`config.mk`:
```
export PLATFORM = sky130hd
export DESIGN_NAME = adc_serial_read_sequencer_flat
export DESIGN_NICKNAME = d
export VERILOG_FILES = /design/src/rtl/asrs_pkg.sv /design/src/rtl/asrs_req_if.sv /design/src/rtl/asrs_res_if.sv /design/src/rtl/asrs_front.sv /design/src/rtl/asrs_queue.sv /design/src/rtl/asrs_back.sv /design/src/rtl/adc_serial_read_sequencer.sv /design/src/flat_wrapper.sv
export SDC_FILE = /design/constraint.sdc
export NUM_CORES = 1
export LEC_CHECK = 0
export BUFFER_PORTS_ARGS = -buffer_cell sky130_fd_sc_hd__buf_2
export CAP_MARGIN = 10
export CORE_MARGIN = 1.5
export CORE_UTILIZATION = 38
export CTS_BUF_LIST = sky130_fd_sc_hd__clkbuf_8
export DETAILED_ROUTE_END_ITERATION = 10
export GPL_ROUTABILITY_DRIVEN = 0
export SLEW_MARGIN = 20
export SYNTH_ARGS = -nofsm -noshare
export SYNTH_HDL_FRONTEND = slang
export SYNTH_SLANG_ARGS = --single-unit
```
`constraint.sdc`:
```
create_clock -name clk_i -period 5.6 [get_ports clk_i]
set_input_delay 0.28 -clock clk_i [delete_from_list [all_inputs] [get_ports clk_i]]
set_output_delay 0.28 -clock clk_i [all_outputs]
set_load 0.05 [all_outputs]
```
`src/rtl/asrs_pkg.sv`:
```
// ---------------------------------------------------------------------------
// asrs_pkg - shared types and constants of the ADC serial read sequencer
// Command codes, queue entry layout, result layout and sequencer states.
// ---------------------------------------------------------------------------
package asrs_pkg;

  // Converter geometry
  localparam int CHANNELS   = 8;
  localparam int CH_W       = 3;
  localparam int DATA_BITS  = 12;
  localparam int CMD_BITS   = 5;
  localparam int SPARE_BITS = 2;
  localparam int BIT_CNT_W  = 4;

  // Front-to-back queue
  localparam int QDEPTH  = 2;
  localparam int QPTR_W  = $clog2(QDEPTH);
  localparam int QCNT_W  = $clog2(QDEPTH + 1);

  // Input command codes
  localparam logic [1:0] CMD_TICK = 2'd0;
  localparam logic [1:0] CMD_READ = 2'd1;
  localparam logic [1:0] CMD_SCAN = 2'd2;

  // Classified item kinds
  typedef enum logic [1:0] {
    K_PLAIN = 2'd0,
    K_READ  = 2'd1,
    K_SCAN  = 2'd2,
    K_BAD   = 2'd3
  } kind_e;

  // Sequencer states, one-hot
  typedef enum logic [4:0] {
    ST_IDLE  = 5'b00001,
    ST_CMD   = 5'b00010,
    ST_SPARE = 5'b00100,
    ST_DATA  = 5'b01000,
    ST_GAP   = 5'b10000
  } state_e;

  // Queue entry: one classified bit period
  typedef struct packed {
    kind_e           kind;
    logic [CH_W-1:0] first_ch;
    logic [CH_W-1:0] last_ch;
    logic            dout;
  } entry_t;

  // One result item
  typedef struct packed {
    logic                 cs_n;
    logic                 din;
    logic                 sclk_pulse;
    logic                 busy_res;
    logic                 sample_valid;
    logic [DATA_BITS-1:0] sample_value;
    logic [CH_W-1:0]      sample_channel;
    logic                 last_of_scan;
    logic                 request_error;
  } res_t;

endpackage

```
`src/rtl/asrs_req_if.sv`:
```
// ---------------------------------------------------------------------------
// asrs_req_if - input channel of the ADC serial read sequencer
// Valid/ready channel carrying one serial bit period per item.
// ---------------------------------------------------------------------------
interface asrs_req_if;
  logic       valid;
  logic       ready;
  logic [1:0] command;
  logic [3:0] channel;
  logic [3:0] channel_count;
  logic       dout;

  modport source (output valid, command, channel, channel_count, dout, input ready);
  modport sink   (input valid, command, channel, channel_count, dout, output ready);
endinterface

```
`src/rtl/asrs_res_if.sv`:
```
// ---------------------------------------------------------------------------
// asrs_res_if - result channel of the ADC serial read sequencer
// Valid/ready channel carrying the pin levels and sample of one bit period.
// ---------------------------------------------------------------------------
interface asrs_res_if;
  logic        valid;
  logic        ready;
  logic        cs_n;
  logic        din;
  logic        sclk_pulse;
  logic        busy_res;
  logic        sample_valid;
  logic [11:0] sample_value;
  logic [2:0]  sample_channel;
  logic        last_of_scan;
  logic        request_error;

  modport source (output valid, cs_n, din, sclk_pulse, busy_res, sample_valid,
                  sample_value, sample_channel, last_of_scan, request_error,
                  input ready);
  modport sink   (input valid, cs_n, din, sclk_pulse, busy_res, sample_valid,
                  sample_value, sample_channel, last_of_scan, request_error,
                  output ready);
endinterface

```
`src/rtl/asrs_front.sv`:
```
// ---------------------------------------------------------------------------
// asrs_front - request classifier
// Decodes the command of each item, range-checks channel and count and
// pushes a classified entry into the queue.
// ---------------------------------------------------------------------------
module asrs_front
  import asrs_pkg::*;
(
  asrs_req_if.sink req_i,
  output logic     push_valid_o,
  input  logic     push_ready_i,
  output entry_t   push_entry_o
);

  logic bad_ch;
  logic bad_cnt;

  // Range checks
  assign bad_ch  = (req_i.channel >= 4'(CHANNELS));
  assign bad_cnt = (req_i.channel_count > 4'(CHANNELS));

  // Classify: empty scan and unknown commands act as plain periods
  always_comb begin
    push_entry_o.kind     = K_PLAIN;
    push_entry_o.first_ch = req_i.channel[CH_W-1:0];
    push_entry_o.last_ch  = req_i.channel[CH_W-1:0];
    push_entry_o.dout     = req_i.dout;
    case (req_i.command)
      CMD_READ: begin
        push_entry_o.kind = bad_ch ? K_BAD : K_READ;
      end
      CMD_SCAN: begin
        push_entry_o.first_ch = '0;
        push_entry_o.last_ch  = CH_W'(req_i.channel_count - 4'd1);
        if (bad_cnt) begin
          push_entry_o.kind = K_BAD;
        end else if (req_i.channel_count != 4'd0) begin
          push_entry_o.kind = K_SCAN;
        end
      end
      default: begin
        push_entry_o.kind = K_PLAIN;
      end
    endcase
  end

  // Handshake passes straight to the queue
  assign push_valid_o = req_i.valid;
  assign req_i.ready  = push_ready_i;

endmodule

```
`src/rtl/asrs_queue.sv`:
```
// ---------------------------------------------------------------------------
// asrs_queue - short FIFO between classifier and sequencer
// Register-based queue of classified items so either side can stall.
// ---------------------------------------------------------------------------
module asrs_queue
  import asrs_pkg::*;
(
  input  logic   clk_i,
  input  logic   rst_ni,
  input  logic   push_valid_i,
  output logic   push_ready_o,
  input  entry_t push_entry_i,
  output logic   pop_valid_o,
  input  logic   pop_ready_i,
  output entry_t pop_entry_o
);

  entry_t              slot_q [QDEPTH];
  logic [QPTR_W-1:0]   wr_ptr_q, wr_ptr_d;
  logic [QPTR_W-1:0]   rd_ptr_q, rd_ptr_d;
  logic [QCNT_W-1:0]   count_q, count_d;
  logic                push;
  logic                pop;

  assign push_ready_o = (count_q != QCNT_W'(QDEPTH));
  assign pop_valid_o  = (count_q != '0);
  assign pop_entry_o  = slot_q[rd_ptr_q];
  assign push         = push_valid_i && push_ready_o;
  assign pop          = pop_valid_o && pop_ready_i;

  // Pointer and fill bookkeeping
  always_comb begin
    wr_ptr_d = wr_ptr_q;
    rd_ptr_d = rd_ptr_q;
    count_d  = count_q;
    if (push) begin
      wr_ptr_d = (wr_ptr_q == QPTR_W'(QDEPTH - 1)) ? '0 : wr_ptr_q + 1'b1;
    end
    if (pop) begin
      rd_ptr_d = (rd_ptr_q == QPTR_W'(QDEPTH - 1)) ? '0 : rd_ptr_q + 1'b1;
    end
    case ({push, pop})
      2'b10:   count_d = count_q + 1'b1;
      2'b01:   count_d = count_q - 1'b1;
      default: count_d = count_q;
    endcase
  end

  always_ff @(posedge clk_i or negedge rst_ni) begin
    if (!rst_ni) begin
      wr_ptr_q <= '0;
      rd_ptr_q <= '0;
      count_q  <= '0;
    end else begin
      wr_ptr_q <= wr_ptr_d;
      rd_ptr_q <= rd_ptr_d;
      count_q  <= count_d;
    end
  end

  // Storage, no reset
  always_ff @(posedge clk_i) begin
    if (push) begin
      slot_q[wr_ptr_q] <= push_entry_i;
    end
  end

endmodule

```
`src/rtl/asrs_back.sv`:
```
// ---------------------------------------------------------------------------
// asrs_back - conversion sequencer
// Steps the command/spare/data/gap frame one bit period per item, shifts in
// the sample and holds the result item in an output register.
// ---------------------------------------------------------------------------
module asrs_back
  import asrs_pkg::*;
(
  input  logic        clk_i,
  input  logic        rst_ni,
  input  logic        cfg_we_i,
  input  logic [7:0]  cfg_wdata_i,
  input  logic        pop_valid_i,
  output logic        pop_ready_o,
  input  entry_t      pop_entry_i,
  asrs_res_if.source  res_o
);

  state_e                 state_q, state_d, eff_state;
  logic [BIT_CNT_W-1:0]   cnt_q, cnt_d, eff_cnt;
  logic [CH_W-1:0]        cur_q, cur_d, eff_cur;
  logic [CH_W-1:0]        last_q, last_d, eff_last;
  logic [DATA_BITS-1:0]   shift_q, shift_d, eff_shift;
  logic [CHANNELS-1:0]    mask_q;
  res_t                   out_q, res;
  logic                   out_valid_q, out_valid_d;
  logic                   load_ok;
  logic                   fire;
  logic                   start;
  logic                   idle;

  assign load_ok     = !out_valid_q || res_o.ready;
  assign pop_ready_o = load_ok;
  assign fire        = pop_valid_i && load_ok;
  assign idle        = (state_q == ST_IDLE);
  assign start       = idle && (pop_entry_i.kind == K_READ || pop_entry_i.kind == K_SCAN);

  // A new request makes this period the first command bit
  assign eff_state = start ? ST_CMD : state_q;
  assign eff_cnt   = start ? '0 : cnt_q;
  assign eff_cur   = start ? pop_entry_i.first_ch : cur_q;
  assign eff_last  = start ? pop_entry_i.last_ch : last_q;
  assign eff_shift = start ? '0 : shift_q;

  // Frame sequencing and pin levels for this period
  always_comb begin
    state_d = eff_state;
    cnt_d   = eff_cnt;
    cur_d   = eff_cur;
    last_d  = eff_last;
    shift_d = eff_shift;
    res     = '0;
    res.cs_n = 1'b1;
    case (eff_state)
      ST_CMD: begin
        res.cs_n       = 1'b0;
        res.sclk_pulse = 1'b1;
        res.busy_res   = 1'b1;
        case (eff_cnt)
          4'd0:    res.din = 1'b1;
          4'd1:    res.din = ~mask_q[eff_cur];
          4'd2:    res.din = eff_cur[2];
          4'd3:    res.din = eff_cur[1];
          default: res.din = eff_cur[0];
        endcase
        if (eff_cnt == BIT_CNT_W'(CMD_BITS - 1)) begin
          state_d = ST_SPARE;
          cnt_d   = '0;
        end else begin
          cnt_d = eff_cnt + 1'b1;
        end
      end
      ST_SPARE: begin
        res.cs_n       = 1'b0;
        res.sclk_pulse = 1'b1;
        res.busy_res   = 1'b1;
        if (eff_cnt == BIT_CNT_W'(SPARE_BITS - 1)) begin
          state_d = ST_DATA;
          cnt_d   = '0;
        end else begin
          cnt_d = eff_cnt + 1'b1;
        end
      end
      ST_DATA: begin
        res.cs_n       = 1'b0;
        res.sclk_pulse = 1'b1;
        res.busy_res   = 1'b1;
        shift_d        = {eff_shift[DATA_BITS-2:0], pop_entry_i.dout};
        if (eff_cnt == BIT_CNT_W'(DATA_BITS - 1)) begin
          res.sample_valid   = 1'b1;
          res.sample_value   = shift_d;
          res.sample_channel = eff_cur;
          res.last_of_scan   = (eff_cur == eff_last);
          state_d            = ST_GAP;
          cnt_d              = '0;
        end else begin
          cnt_d = eff_cnt + 1'b1;
        end
      end
      ST_GAP: begin
        res.busy_res = 1'b1;
        shift_d      = '0;
        cnt_d        = '0;
        if (eff_cur == eff_last) begin
          state_d = ST_IDLE;
        end else begin
          cur_d   = eff_cur + 1'b1;
          state_d = ST_CMD;
        end
      end
      default: begin
        // idle: only a rejected request shows
        res.request_error = (pop_entry_i.kind == K_BAD);
      end
    endcase
  end

  // Output register valid
  always_comb begin
    out_valid_d = out_valid_q;
    if (fire) begin
      out_valid_d = 1'b1;
    end else if (res_o.ready) begin
      out_valid_d = 1'b0;
    end
  end

  // Control state
  always_ff @(posedge clk_i or negedge rst_ni) begin
    if (!rst_ni) begin
      state_q     <= ST_IDLE;
      cnt_q       <= '0;
      cur_q       <= '0;
      last_q      <= '0;
      shift_q     <= '0;
      mask_q      <= '0;
      out_valid_q <= 1'b0;
    end else begin
      out_valid_q <= out_valid_d;
      if (cfg_we_i) begin
        mask_q <= cfg_wdata_i[CHANNELS-1:0];
      end
      if (fire) begin
        state_q <= state_d;
        cnt_q   <= cnt_d;
        cur_q   <= cur_d;
        last_q  <= last_d;
        shift_q <= shift_d;
      end
    end
  end

  // Result payload
  always_ff @(posedge clk_i) begin
    if (fire) begin
      out_q <= res;
    end
  end

  assign res_o.valid          = out_valid_q;
  assign res_o.cs_n           = out_q.cs_n;
  assign res_o.din            = out_q.din;
  assign res_o.sclk_pulse     = out_q.sclk_pulse;
  assign res_o.busy_res       = out_q.busy_res;
  assign res_o.sample_valid   = out_q.sample_valid;
  assign res_o.sample_value   = out_q.sample_value;
  assign res_o.sample_channel = out_q.sample_channel;
  assign res_o.last_of_scan   = out_q.last_of_scan;
  assign res_o.request_error  = out_q.request_error;

`ifndef SYNTHESIS
  // A finished sample always belongs to a busy period
  a_sample_busy: assert property (@(posedge clk_i) disable iff (!rst_ni)
    out_valid_q && out_q.sample_valid |-> out_q.busy_res)
    else $error("sample outside a conversion");

  // Rejections only happen while idle
  a_err_idle: assert property (@(posedge clk_i) disable iff (!rst_ni)
    out_valid_q && out_q.request_error |-> !out_q.busy_res && out_q.cs_n)
    else $error("request error during a conversion");

  // The last gap of a request returns to idle
  a_gap_done: assert property (@(posedge clk_i) disable iff (!rst_ni)
    fire && state_q == ST_GAP && cur_q == last_q |=> state_q == ST_IDLE)
    else $error("sequencer did not return to idle");

  // A sample item is produced exactly when the last data bit is stepped
  a_sample_at_end: assert property (@(posedge clk_i) disable iff (!rst_ni)
    fire && state_q == ST_DATA && cnt_q == BIT_CNT_W'(DATA_BITS - 1)
    |=> out_valid_q && out_q.sample_valid && state_q == ST_GAP)
    else $error("missing sample at end of data bits");
`endif

endmodule

```
`src/rtl/adc_serial_read_sequencer.sv`:
```
// ---------------------------------------------------------------------------
// adc_serial_read_sequencer - bit-serial master for an 8-channel 12-bit ADC
// Classifier, two-entry queue and conversion sequencer with output register.
// ---------------------------------------------------------------------------
// Each accepted item is one serial bit period and produces exactly one result
// item with the chip select, data-in and clock-pulse levels for that period.
// The block takes one item per clock when the result side keeps up; an item
// is first stored in the queue, and its result is then registered in the
// output register before it is offered. A conversion spans 20 items: five
// command bits, two spare clocks, twelve data bits sampled MSB first and one
// period with chip select high. A scan runs channels 0..count-1 back to back.
// Commands arriving during a conversion are ignored; an out-of-range channel
// or count raises request_error for that item only. The user must write the
// differential mask through cfg_we_i/cfg_wdata_i only while no conversion is
// in flight; the block itself does not enforce this.
// ---------------------------------------------------------------------------
module adc_serial_read_sequencer
  import asrs_pkg::*;
(
  input  logic       clk_i,
  input  logic       rst_ni,
  input  logic       cfg_we_i,
  input  logic [7:0] cfg_wdata_i,
  asrs_req_if.sink   req_i,
  asrs_res_if.source res_o
);

  logic   push_valid;
  logic   push_ready;
  entry_t push_entry;
  logic   pop_valid;
  logic   pop_ready;
  entry_t pop_entry;

  // Front: decode and range-check
  asrs_front u_front (
    .req_i        (req_i),
    .push_valid_o (push_valid),
    .push_ready_i (push_ready),
    .push_entry_o (push_entry)
  );

  // Decoupling queue
  asrs_queue u_queue (
    .clk_i        (clk_i),
    .rst_ni       (rst_ni),
    .push_valid_i (push_valid),
    .push_ready_o (push_ready),
    .push_entry_i (push_entry),
    .pop_valid_o  (pop_valid),
    .pop_ready_i  (pop_ready),
    .pop_entry_o  (pop_entry)
  );

  // Back: frame sequencer
  asrs_back u_back (
    .clk_i       (clk_i),
    .rst_ni      (rst_ni),
    .cfg_we_i    (cfg_we_i),
    .cfg_wdata_i (cfg_wdata_i),
    .pop_valid_i (pop_valid),
    .pop_ready_o (pop_ready),
    .pop_entry_i (pop_entry),
    .res_o       (res_o)
  );

endmodule

```
`src/flat_wrapper.sv`:
```
// flat-port wrapper written by rule: the top's interface ports become plain ports
module adc_serial_read_sequencer_flat import asrs_pkg::*;
  (clk_i, rst_ni, cfg_we_i, cfg_wdata_i, req_i_valid, req_i_command, req_i_channel, req_i_channel_count, req_i_dout, req_i_ready, res_o_valid, res_o_cs_n, res_o_din, res_o_sclk_pulse, res_o_busy_res, res_o_sample_valid, res_o_sample_value, res_o_sample_channel, res_o_last_of_scan, res_o_request_error, res_o_ready);
  asrs_req_if req_i_i ();
  asrs_res_if res_o_i ();
  input  logic clk_i;
  input  logic rst_ni;
  input  logic cfg_we_i;
  input  logic [7:0] cfg_wdata_i;
  input wire logic [$bits(req_i_i.valid)-1:0] req_i_valid;
  input wire logic [$bits(req_i_i.command)-1:0] req_i_command;
  input wire logic [$bits(req_i_i.channel)-1:0] req_i_channel;
  input wire logic [$bits(req_i_i.channel_count)-1:0] req_i_channel_count;
  input wire logic [$bits(req_i_i.dout)-1:0] req_i_dout;
  output wire logic [$bits(req_i_i.ready)-1:0] req_i_ready;
  output wire logic [$bits(res_o_i.valid)-1:0] res_o_valid;
  output wire logic [$bits(res_o_i.cs_n)-1:0] res_o_cs_n;
  output wire logic [$bits(res_o_i.din)-1:0] res_o_din;
  output wire logic [$bits(res_o_i.sclk_pulse)-1:0] res_o_sclk_pulse;
  output wire logic [$bits(res_o_i.busy_res)-1:0] res_o_busy_res;
  output wire logic [$bits(res_o_i.sample_valid)-1:0] res_o_sample_valid;
  output wire logic [$bits(res_o_i.sample_value)-1:0] res_o_sample_value;
  output wire logic [$bits(res_o_i.sample_channel)-1:0] res_o_sample_channel;
  output wire logic [$bits(res_o_i.last_of_scan)-1:0] res_o_last_of_scan;
  output wire logic [$bits(res_o_i.request_error)-1:0] res_o_request_error;
  input wire logic [$bits(res_o_i.ready)-1:0] res_o_ready;
  assign req_i_i.valid = req_i_valid;
  assign req_i_i.command = req_i_command;
  assign req_i_i.channel = req_i_channel;
  assign req_i_i.channel_count = req_i_channel_count;
  assign req_i_i.dout = req_i_dout;
  assign req_i_ready = req_i_i.ready;
  assign res_o_valid = res_o_i.valid;
  assign res_o_cs_n = res_o_i.cs_n;
  assign res_o_din = res_o_i.din;
  assign res_o_sclk_pulse = res_o_i.sclk_pulse;
  assign res_o_busy_res = res_o_i.busy_res;
  assign res_o_sample_valid = res_o_i.sample_valid;
  assign res_o_sample_value = res_o_i.sample_value;
  assign res_o_sample_channel = res_o_i.sample_channel;
  assign res_o_last_of_scan = res_o_i.last_of_scan;
  assign res_o_request_error = res_o_i.request_error;
  assign res_o_i.ready = res_o_ready;
  adc_serial_read_sequencer u_core (.clk_i(clk_i), .rst_ni(rst_ni), .cfg_we_i(cfg_we_i), .cfg_wdata_i(cfg_wdata_i), .req_i(req_i_i), .res_o(res_o_i));
endmodule
```
### After elaboration in Yosys (flattened, before gate mapping)

Memories as Yosys holds them, arrays and structs flattened.
Cells that the tools add are included.

* bits in writable memories: 18
* output and inout port bits: 24
* flip-flop bits (word level): 61
* memories kept: 1

Memories
* u_core.u_queue.slot_q: depth 2, width 9, read ports 1, clocked after Yosys merged registers in 0, write ports 1, RTL line asrs_queue.sv:18 `entry_t slot_q [QDEPTH];`

* eq/ne operators: 19
* reduce and logical (&&, ||, !) cells: 14
* $lt $le $gt $ge: 3
* bitwise operators: 1
* $add $sub $neg: 7
* mux-type cells: 36

Operator list (count)
* $pmux 11 s2: 1
* $mux 5: 4
* $pmux 5 s4: 1
* $mux 17: 1
* $mux 4: 4
* $pmux 4 s4: 1
* $mux 3: 4
* $mux 11: 1
* $mux 1: 10
* $eq 2x2->1 const B: 4
* $eq 4x2->1 const B: 2
* $mux 2: 4
* $pmux 2 s2: 2
* $eq 2x1->1 const B: 3
* $mux 6: 1
* $reduce_bool 2->1: 3
* $eq 5x1->1 const B: 1
* $eq 5x2->1 const B: 1
* $eq 5x3->1 const B: 1
* $eq 5x4->1 const B: 1
* $eq 5x5->1 const B: 1
* $add 4x1->4 const B: 1
* $eq 4x1->1 const B: 1
* $eq 4x3->1 const B: 1
* 22 further kinds: 26

### Logic depth before layout (Yosys ltp)

Gate-level depths: netlist of the first run.
An unclocked memory read counts as a cell.

* word-level depth: 9
* depth in mapped cells: 16
* depth with buffers taken out: 13

### Modules after synthesis

A second synthesis of the first run with hierarchy kept.

* cell total of the unflattened synthesis: 322
* area total of the unflattened synthesis: 3950.0 um^2

Modules (own cells, without submodules)
* asrs_back: instances 1, area each 2921.6 um^2, cells an instance 252
* asrs_queue: instances 1, area each 842.1 um^2, cells an instance 45
* asrs_front: instances 1, area each 186.4 um^2, cells an instance 25

### Worst setup path before layout of the first run

No wires, ideal clock.

* kind: flip-flop to flip-flop
* start: register u_core.u_queue.rd_ptr_q
* end: register u_core.u_back.out_q, in the netlist u_core.u_back.res_o.sample_value[10], data pin
* clock period less this slack: 3535 ps
* cell stages (with the launch flop): 17
* path slack: 2065 ps
* arrival time: 3404 ps
* cells stage by stage: dfrtp_1 -> clkbuf_1 -> buf_2 -> mux2_2 -> ha_1 -> and4bb_2 -> nand2_1 -> clkbuf_1 -> nand2_1 -> inv_1 -> ha_1 -> nor2b_1 -> nand2_1 -> or3_1 -> inv_1 -> buf_2 -> and2_1

* longest elaborated chain between the ends: 7
* elaborated cells on any way between the ends: 11
* those cells by class: eq/ne: 4; mux: 3; reduce/logical: 3; memory: 1

Ends and longest elaborated chain
* start, declared: RTL line asrs_queue.sv:20 `logic [QPTR_W-1:0] rd_ptr_q, rd_ptr_d;`
* start signal, assigned: RTL line asrs_queue.sv:56 `rd_ptr_q <= rd_ptr_d;`
* $mem_v2 2x9 (*)
* $eq 2x1->1 / $eq 2x2->1 (equally long branches): RTL line asrs_back.sv:36 `assign start = idle && (pop_entry_i.kind == K_READ || pop_entry_i.kind == K_SCAN);`
* $logic_or 1x1->1 (*): RTL line asrs_back.sv:36
* $logic_and 1x1->1 (*): RTL line asrs_back.sv:36
* $mux 5 / $mux 4 (equally long branches): RTL line asrs_back.sv:39, asrs_back.sv:40
* $eq 5x4->1 / $eq 4x4->1 (equally long branches): RTL line asrs_back.sv:54, asrs_back.sv:89
* $reduce_and 2->1 (no line)
* end signal, assigned: RTL line asrs_back.sv:156 `out_q <= res;`
* end, declared: RTL line asrs_back.sv:25 `res_t out_q, res;`

Every way passes the cells marked *; elsewhere a longest branch is shown, timed or not.
A chain may end at the register's enable or synchronous reset.

### Worst setup path after layout of the first run

* start: register u_core.u_queue.rd_ptr_q
* end: register u_core.u_back.out_q, in the netlist u_core.u_back.res_o.sample_value[11], data pin

Same word-level chain as after synthesis.

==> key figures, run 1 <==
Clock network
  – CTS Buf Count: 9
  – CTS Root Cell: clkbuf_8
  – Hold_buf cts: 0
  – Postcts setup bufs: 0
  – Clk Latency, worst-skew pair: ~0.35 ns
  – CTS tree: yes
  – Worst-path clk slew: around 0.090 ns
  – Bufs on Longest Clock Path: 2
  – Max H-tree Level: 3
  – Clock sink count: 79
  – Post-CTS Resized: 0

Timing
  – Pins Over Slew Limit: 0
  – Fin worst setup slack: roughly 1.8 ns
  – Hold Fails Final Rpt: 0
  – Total Neg Setup Slack: 0 ns
  – Final min period: 3.832 ns
  – Worst slew pin tran: 0.9854 ns
  – Tcrit/Tclk final: roughly 68%
  – Max-slew headroom: roughly 34%
  – RSZ-0062 raised after global routing: no
  – Fmax: 260.9 MHz
  – Hold_ws: 0.05430 ns
  – Layout Skew: between 0.01 and 0.015 ns
  – Final setup fails: 0

Place
  – Port buffer count: 47
  – DP Wirelength: 5139 um
  – Area post-placement: slightly above 4000 um2
  – Setup WS pre-CTS: 1.760 ns
  – Placed Instances: between 400 and 500

Critical path
  – Worst-path cell chain: mux2_2, ha_1, and4bb_2, nand2_1, nand2_1, inv_1, ha_1, nor2b_1, nand2_1, or3_1, inv_1, and3_1
  – Slowest CP cell: dfrtp_1
  – Crit Path Class: reg2reg
  – Reg2reg setup slack: roughly 1.8 ns
  – Buffer and inverter count on the worst path: 2
  – Crit path DAT: 4.04 ns
  – Setup crit start kind: flop
  – Worst EP required: about 5.8 ns
  – FF-to-FF Start: u_core.u_queue.rd_ptr_q
  – Most used cell, CP: nand2_1
  – Worst R2R Path Depth: 12
  – CP endpoint kind: flop
  – R2r endpoint: u_core.u_back.res_o.sample_value[11]
  – Crit path max fanout: 14
  – Largest delay share family, worst path: simple AND/OR/NAND/NOR gates
  – Slowest stage delay, CP: 0.70 ns

GRT
  – Congestion Overflow GR: 0
  – Vias in the first global route: 2346
  – Largest net degree at the start of global routing: 40
  – First-pass GRT wire length: about 12000 um
  – Gr usage total: 14.76%
  – Initial antenna violation count: 0

Finish
  – Layout cells sized above 1: between 20% and 30%
  – Fill cells: 935
  – Non-Filler Instances: 505
  – Ant. Diodes: 0
  – Layout area overhead: 14.14%
  – Nets: 401
  – Post-route design area: 4322 um2

Route
  – Via density: 5.030
  – DR iter-0 viols: 260
  – DR pass1 iterations: 4
  – Final ANT Viol Nets: 0
  – Routed length per instance: 14.02 um
  – Vias: 2540
  – Final wirelength: around 7100 um
  – DRC: 0

Synthesis
  – #FFs+latches synth: a little under 80
  – FFs w/ async S/R, synth: 49.37%
  – Sequential area share after synthesis: 57.53%
  – Synth warnings: 0
  – Cell count after synthesis: 320
  – Cell variety after synth: 50
  – Number of flops mapped to enable cells by yosys: 40
  – Synth Cell Area: 3786 um2
  – Syn nets: 354
  – Mean Syn Cell Area: 11.83 um2
  – Primary FF master, synth: edfxtp_1

Floorplanning
  – Chip height: 102.8 um
  – Io pins: 48
  – Std cell rows: 36
  – Die Width: 102.8 um
  – Initial Util: 38.91%
  – Die area: 10570 um2
  – Core area: ~9700 um2

Outcome
  – Status: complete, no violations

Job
  – Max-cap viol count: 0

Power
  – Power Density: 562.4 nW/um2
  – Static leakage: around 0.0018 uW
  – Maximum vdd drop: 0.2155 mV

Hold path
  – HP Class: in2async
## routing by layer
layer | vias up | GRT usage, % | part of all wire (%)
li1 | 1255 | - | -
met1 | 1203 | 19.83 | 47
met2 | 73 | 23.79 | 48
met3 | 9 | 2.712 | 3.9
met4 | 0 | 5.925 | 1.1
met5 | - | 0 | 0
## cells in the final DEF (no fill, tap or decap), types with 8 or more instances in the layout
master / instances
edfxtp_1: 40
ha_1: 10
nor2b_1: 8
mux2i_1: 10
xnor2_1: 14
and2_1: 12
a21oi_1: 14
mux2_2: 10
buf_2: 47
inv_1: 16
clkbuf_8: 9
a22o_1: 10
o21ai_0: 12
dfrtp_1: 38
nand2_1: 23
nor2_1: 21
## worst register-to-register path, stage by stage, from the launching register on
cell,delay [ns]
dfrtp_1,0.70
mux2_2,0.40
ha_1,0.36
and4bb_2,0.29
nand2_1,0.29
nand2_1,0.17
inv_1,0.12
ha_1,0.20
nor2b_1,0.18
nand2_1,0.17
or3_1,0.39
inv_1,0.23
and3_1,0.19
## synth_stat cells, drive strengths merged (2+ instances only)
| library cell | instances | area [um2] |
|---|---|---|
| edfxtp | 40 | 1201 |
| dfrtp | 38 | 950.9 |
| mux2i | 10 | 100.1 |
| xnor2 | 14 | 122.6 |
| a21o | 4 | 30.03 |
| and2 | 12 | 75.07 |
| or3 | 3 | 23.77 |
| nand2b | 5 | 31.28 |
| and3 | 4 | 25.02 |
| o211ai | 3 | 22.52 |
| xor2 | 5 | 43.79 |
| nor4 | 3 | 18.77 |
| nand4 | 4 | 25.02 |
| a22oi | 3 | 22.52 |
| nand2 | 23 | 86.33 |
| nor3 | 5 | 36.29 |
| clkbuf | 8 | 30.03 |
| nand3b | 3 | 22.52 |
| o21ai | 14 | 70.06 |
| o31ai | 3 | 22.52 |
| mux2 | 10 | 112.6 |
| a22o | 10 | 87.58 |
| nand3 | 2 | 10.01 |
| a2111oi | 2 | 23.77 |
| buf | 5 | 25.02 |
| nor2b | 8 | 50.05 |
| a31oi | 3 | 18.77 |
| ha | 10 | 125.1 |
| inv | 17 | 63.81 |
| a21oi | 14 | 70.07 |
| nor2 | 21 | 78.83 |
## stage by stage
stage	utilization, %	power (uW)
after global routing	44.42	2610
after global placement	42.63	2067
after floorplan	-	1817
after CTS	44.42	2450
final	44.42	2431
after detailed placement	42.63	2077
## logic make-up (layout without fill, tap and decap cells)
logic type	after synthesis	count (layout)	synth area share, %
AO/OA/AOI/OAI	64	64	11.63
XOR/XNOR	19	19	4.395
adder cells (fa/ha/maj)	10	10	3.305
buffers and inverters	30	82	3.139
flip-flops	79	79	57.53
multiplexers	20	20	5.618
AND/OR/NAND/NOR	98	98	14.38
## where the power goes
group          total (uW)  internal [uW]  switching, uW
Clock                 369            161            208
Combinational        1060            368            695
Sequential            998            837            161
Total                2430           1370           1060
## sequential cells by signal, summed over array words and instances, names as in the netlist
signal,flops
u_core.u_back.res_o.valid,1
u_core.u_back.mask_q,8
u_core.u_back.res_o.sample_valid,1
u_core.u_back.cnt_q,4
u_core.u_back.res_o.din,1
u_core.u_back.res_o.request_error,1
u_core.u_back.last_q,3
u_core.u_back.res_o.sclk_pulse,1
u_core.u_queue.slot_q,18
u_core.u_back.cur_q,3
u_core.u_back.res_o.sample_value,12
u_core.u_back.res_o.busy_res,1
u_core.u_back.res_o.sample_channel,3
u_core.u_queue.rd_ptr_q,1
u_core.u_back.res_o.cs_n,1
u_core.u_queue.wr_ptr_q,1
u_core.u_queue.count_q,2
u_core.u_back.shift_q,11
u_core.u_back.state_q,5
u_core.u_back.res_o.last_of_scan,1
## cell type report
| cell class | count | area (um2) | share of cell area, % |
|---|---|---|---|
| clock buffer | 9 | 123.9 | 2.866 |
| clock inverter | 7 | 50.05 | 1.158 |
| inverter | 17 | 63.81 | 1.477 |
| multi-input combinational | 211 | 1489 | 34.45 |
| sequential | 79 | 2178 | 50.41 |
| tap | 133 | 166.4 | 3.851 |
| timing repair buffer | 49 | 250.2 | 5.790 |
## worst max path at each step
stage                       startpoint                                    to  slack [ns]  cells past startpoint
6_report       u_core.u_queue.rd_ptr_q  u_core.u_back.res_o.sample_value[11]        1.77                     12
5_1_grt        u_core.u_queue.rd_ptr_q  u_core.u_back.res_o.sample_value[11]        1.50                     12
4_1_cts        u_core.u_queue.rd_ptr_q  u_core.u_back.res_o.sample_value[11]        1.72                     12
3_5_place_dp   u_core.u_queue.rd_ptr_q  u_core.u_back.res_o.sample_value[11]        1.76                     12
3_3_place_gp   u_core.u_queue.rd_ptr_q               u_core.u_back.res_o.din        1.95                      9
2_1_floorplan  u_core.u_queue.rd_ptr_q  u_core.u_back.res_o.sample_value[10]        2.06                     16
Power figures use the tool's default switching activity.
==> inputs of run 2 (changes only) <==
==> constraint.sdc (replaced) <==
create_clock -name clk_i -period 3.3 [get_ports clk_i]
set_input_delay 0.165 -clock clk_i [delete_from_list [all_inputs] [get_ports clk_i]]
set_output_delay 0.165 -clock clk_i [all_outputs]
set_load 0.05 [all_outputs]
==> key figures, run 2 (synthesized netlist as in run 1, its figures left out) <==
Hold path
  – HP Class: in2reg

Clock network
  – CTS Root Cell: clkbuf_8
  – Worst-path clk slew: 0.08 ns
  – CTS tree: yes
  – Clk Latency, worst-skew pair: 0.35 ns
  – Max H-tree Level: 3
  – CTS Buf Count: 9
  – Bufs on Longest Clock Path: 2
  – Postcts setup bufs: 0
  – Clock sink count: 79

Finish
  – Most common cell after layout, fill and taps aside: buf_2
  – Layout cells sized above 1: 24.08%
  – Nets: 411
  – Most frequent cells in the layout: buf_2 (47), edfxtp_1 (40), dfrtp_1 (38), nand2_1 (22), nor2_1 (21)
  – Ant. Diodes: 0
  – Fill cells: between 900 and 1k
  – Layout area overhead: 17.02%
  – Max reg flops: 18
  – Most flop-heavy register: u_core.u_queue.slot_q

Floorplanning
  – Die Width: 102.8 um
  – Initial Util: just under 40%
  – Io pins: 48
  – Chip height: a little over 100 um
  – Std cell rows: 36
  – Die area: roughly 11000 um2
  – Core area: 9729 um2

Critical path
  – Slowest stage delay, CP: 0.43 ns
  – CP endpoint kind: flop
  – Worst-path cell chain: mux2_2, ha_1, and4bb_2, nand2_2, nand2_1, inv_1, ha_1, nor2b_1, nand2_1, or3_1, inv_4, and3_1
  – Slowest CP cell: or3_1
  – Setup crit start kind: flop
  – Crit path DAT: 3.30 ns
  – Crit Path Class: reg2reg
  – Crit path max fanout: 12
  – Largest delay share family, worst path: simple AND/OR/NAND/NOR gates
  – Worst EP required: 3.52 ns
  – Buffer and inverter count on the worst path: 2

Route
  – Met1 wire length: between 3000 and 4000 um
  – Final ANT Viol Nets: 0
  – DR iter-0 viols: 104
  – Metal3 WL: 269 um
  – DR pass1 iterations: 4
  – Highest Signal Layer: met4
  – Routed length per instance: 13.95 um
  – Via density: 4.977
  – DRC: 0
  – Vias: about 2.6k
  – Final wirelength: 7184 um
  – Detail Route met2 WL: 3379 um

Timing
  – Hold Fails Final Rpt: 0
  – Max-slew headroom: 39.98%
  – Total Neg Setup Slack: 0 ns
  – Tcrit/Tclk final: 93.33%
  – RSZ-0062 raised after global routing: no
  – Fmax: 324.7 MHz
  – Pins Over Slew Limit: 0
  – Final setup fails: 0
  – Worst slew pin tran: 0.9003 ns
  – Layout Skew: 0.009262 ns
  – Final min period: about 3.1 ns

GRT
  – Initial antenna violation count: 0
  – Vias in the first global route: 2435
  – Gr usage total: 15.26%
  – Congestion Overflow GR: 0
  – Largest net degree at the start of global routing: 40
  – First-pass GRT wire length: 12230 um

Job
  – Max-cap viol count: 0

Power
  – Post-layout total power: 4308 uW
  – Power Density: 972.3 nW/um2
  – Static leakage: 0.001864 uW
  – Maximum vdd drop: between 0.4 and 0.5 mV

Place
  – DP Wirelength: around 5200 um
  – Port buffer count: 47

Outcome
  – Status: complete, no violations
run 2: cell count changes in the layout (fill, tap and decap cells not counted), moves of 2 or more:
cell,change
buf_4,+8
clkinv_4,-4
clkinvlp_4,+2
dlygate4sd3_1,+2
run 2: worst register-to-register path: stages, from the launching register on:
cell      delay (ns)
dfrtp_1         0.39
mux2_2          0.35
ha_1            0.31
and4bb_2        0.28
nand2_2         0.15
nand2_1         0.11
inv_1           0.10
ha_1            0.20
nor2b_1         0.18
nand2_1         0.17
or3_1           0.43
inv_4           0.13
and3_1          0.16
run 2: per-layer routing:
metal	GRT usage (%)	up-vias
li1	-	1263
met2	24.15	57
met1	20.36	1228
met4	5.613	0
met3	4.000	15
met5	0	-
run 2: through the flow:
step	utilization, %	instance area, um2	hold slack (ns)	worst slack [ns]	instances
after floorplan	-	3791	-0.1306	0.002599	320
after global placement	43.25	4208	0.3428	0.1826	497
after detailed placement	43.25	4208	0.3445	0.04888	497
after CTS	45.49	4425	0.02845	0.02911	515
after global routing	45.54	4431	0.02435	0.02091	515
final	45.54	4431	0.03427	0.2203	515
run 2: path summary, 6_finish.rpt:
path / from / end / slack (ns) / depth (start not counted)
setup / recovery: u_core.u_queue.rd_ptr_q / u_core.u_back.res_o.sample_value[11] / 0.22 / 12
hold / removal: cfg_wdata_i[5] / u_core.u_back.mask_q[5] / 0.03 / 3
setup reg to reg: u_core.u_queue.rd_ptr_q / u_core.u_back.res_o.sample_value[11] / 0.22 / 12
hold reg to reg: u_core.u_queue.wr_ptr_q / u_core.u_queue.wr_ptr_q / 0.50 / 1
max in group asynchronous: rst_ni / u_core.u_back.res_o.valid / 2.26 / 2
min in group asynchronous: rst_ni / u_core.u_back.mask_q[3] / 0.48 / 2
run 2: power by group:
| part | total (uW) | internal, uW | switching [uW] |
|---|---|---|---|
| clock | 722 | 366 | 356 |
| combinational | 1920 | 698 | 1220 |
| sequential | 1670 | 1420 | 246 |
| total | 4310 | 2480 | 1830 |
run 2: timing repair:
action	CTS	global route
resized for setup	0	3
hold endpoints to repair	40	0
hold buffers	2	0
setup endpoints to repair	0	15
run 2: cell type report:
type,instances,area [um2],share of cell area (%)
multi-input cells,211,1491,33.66
inverters,17,66.31,1.497
clock buffers,10,137.6,3.106
clock inverters,6,60.06,1.356
repair buffers,59,330.3,7.456
flip-flops and latches,79,2178,49.17
well taps,133,166.4,3.756
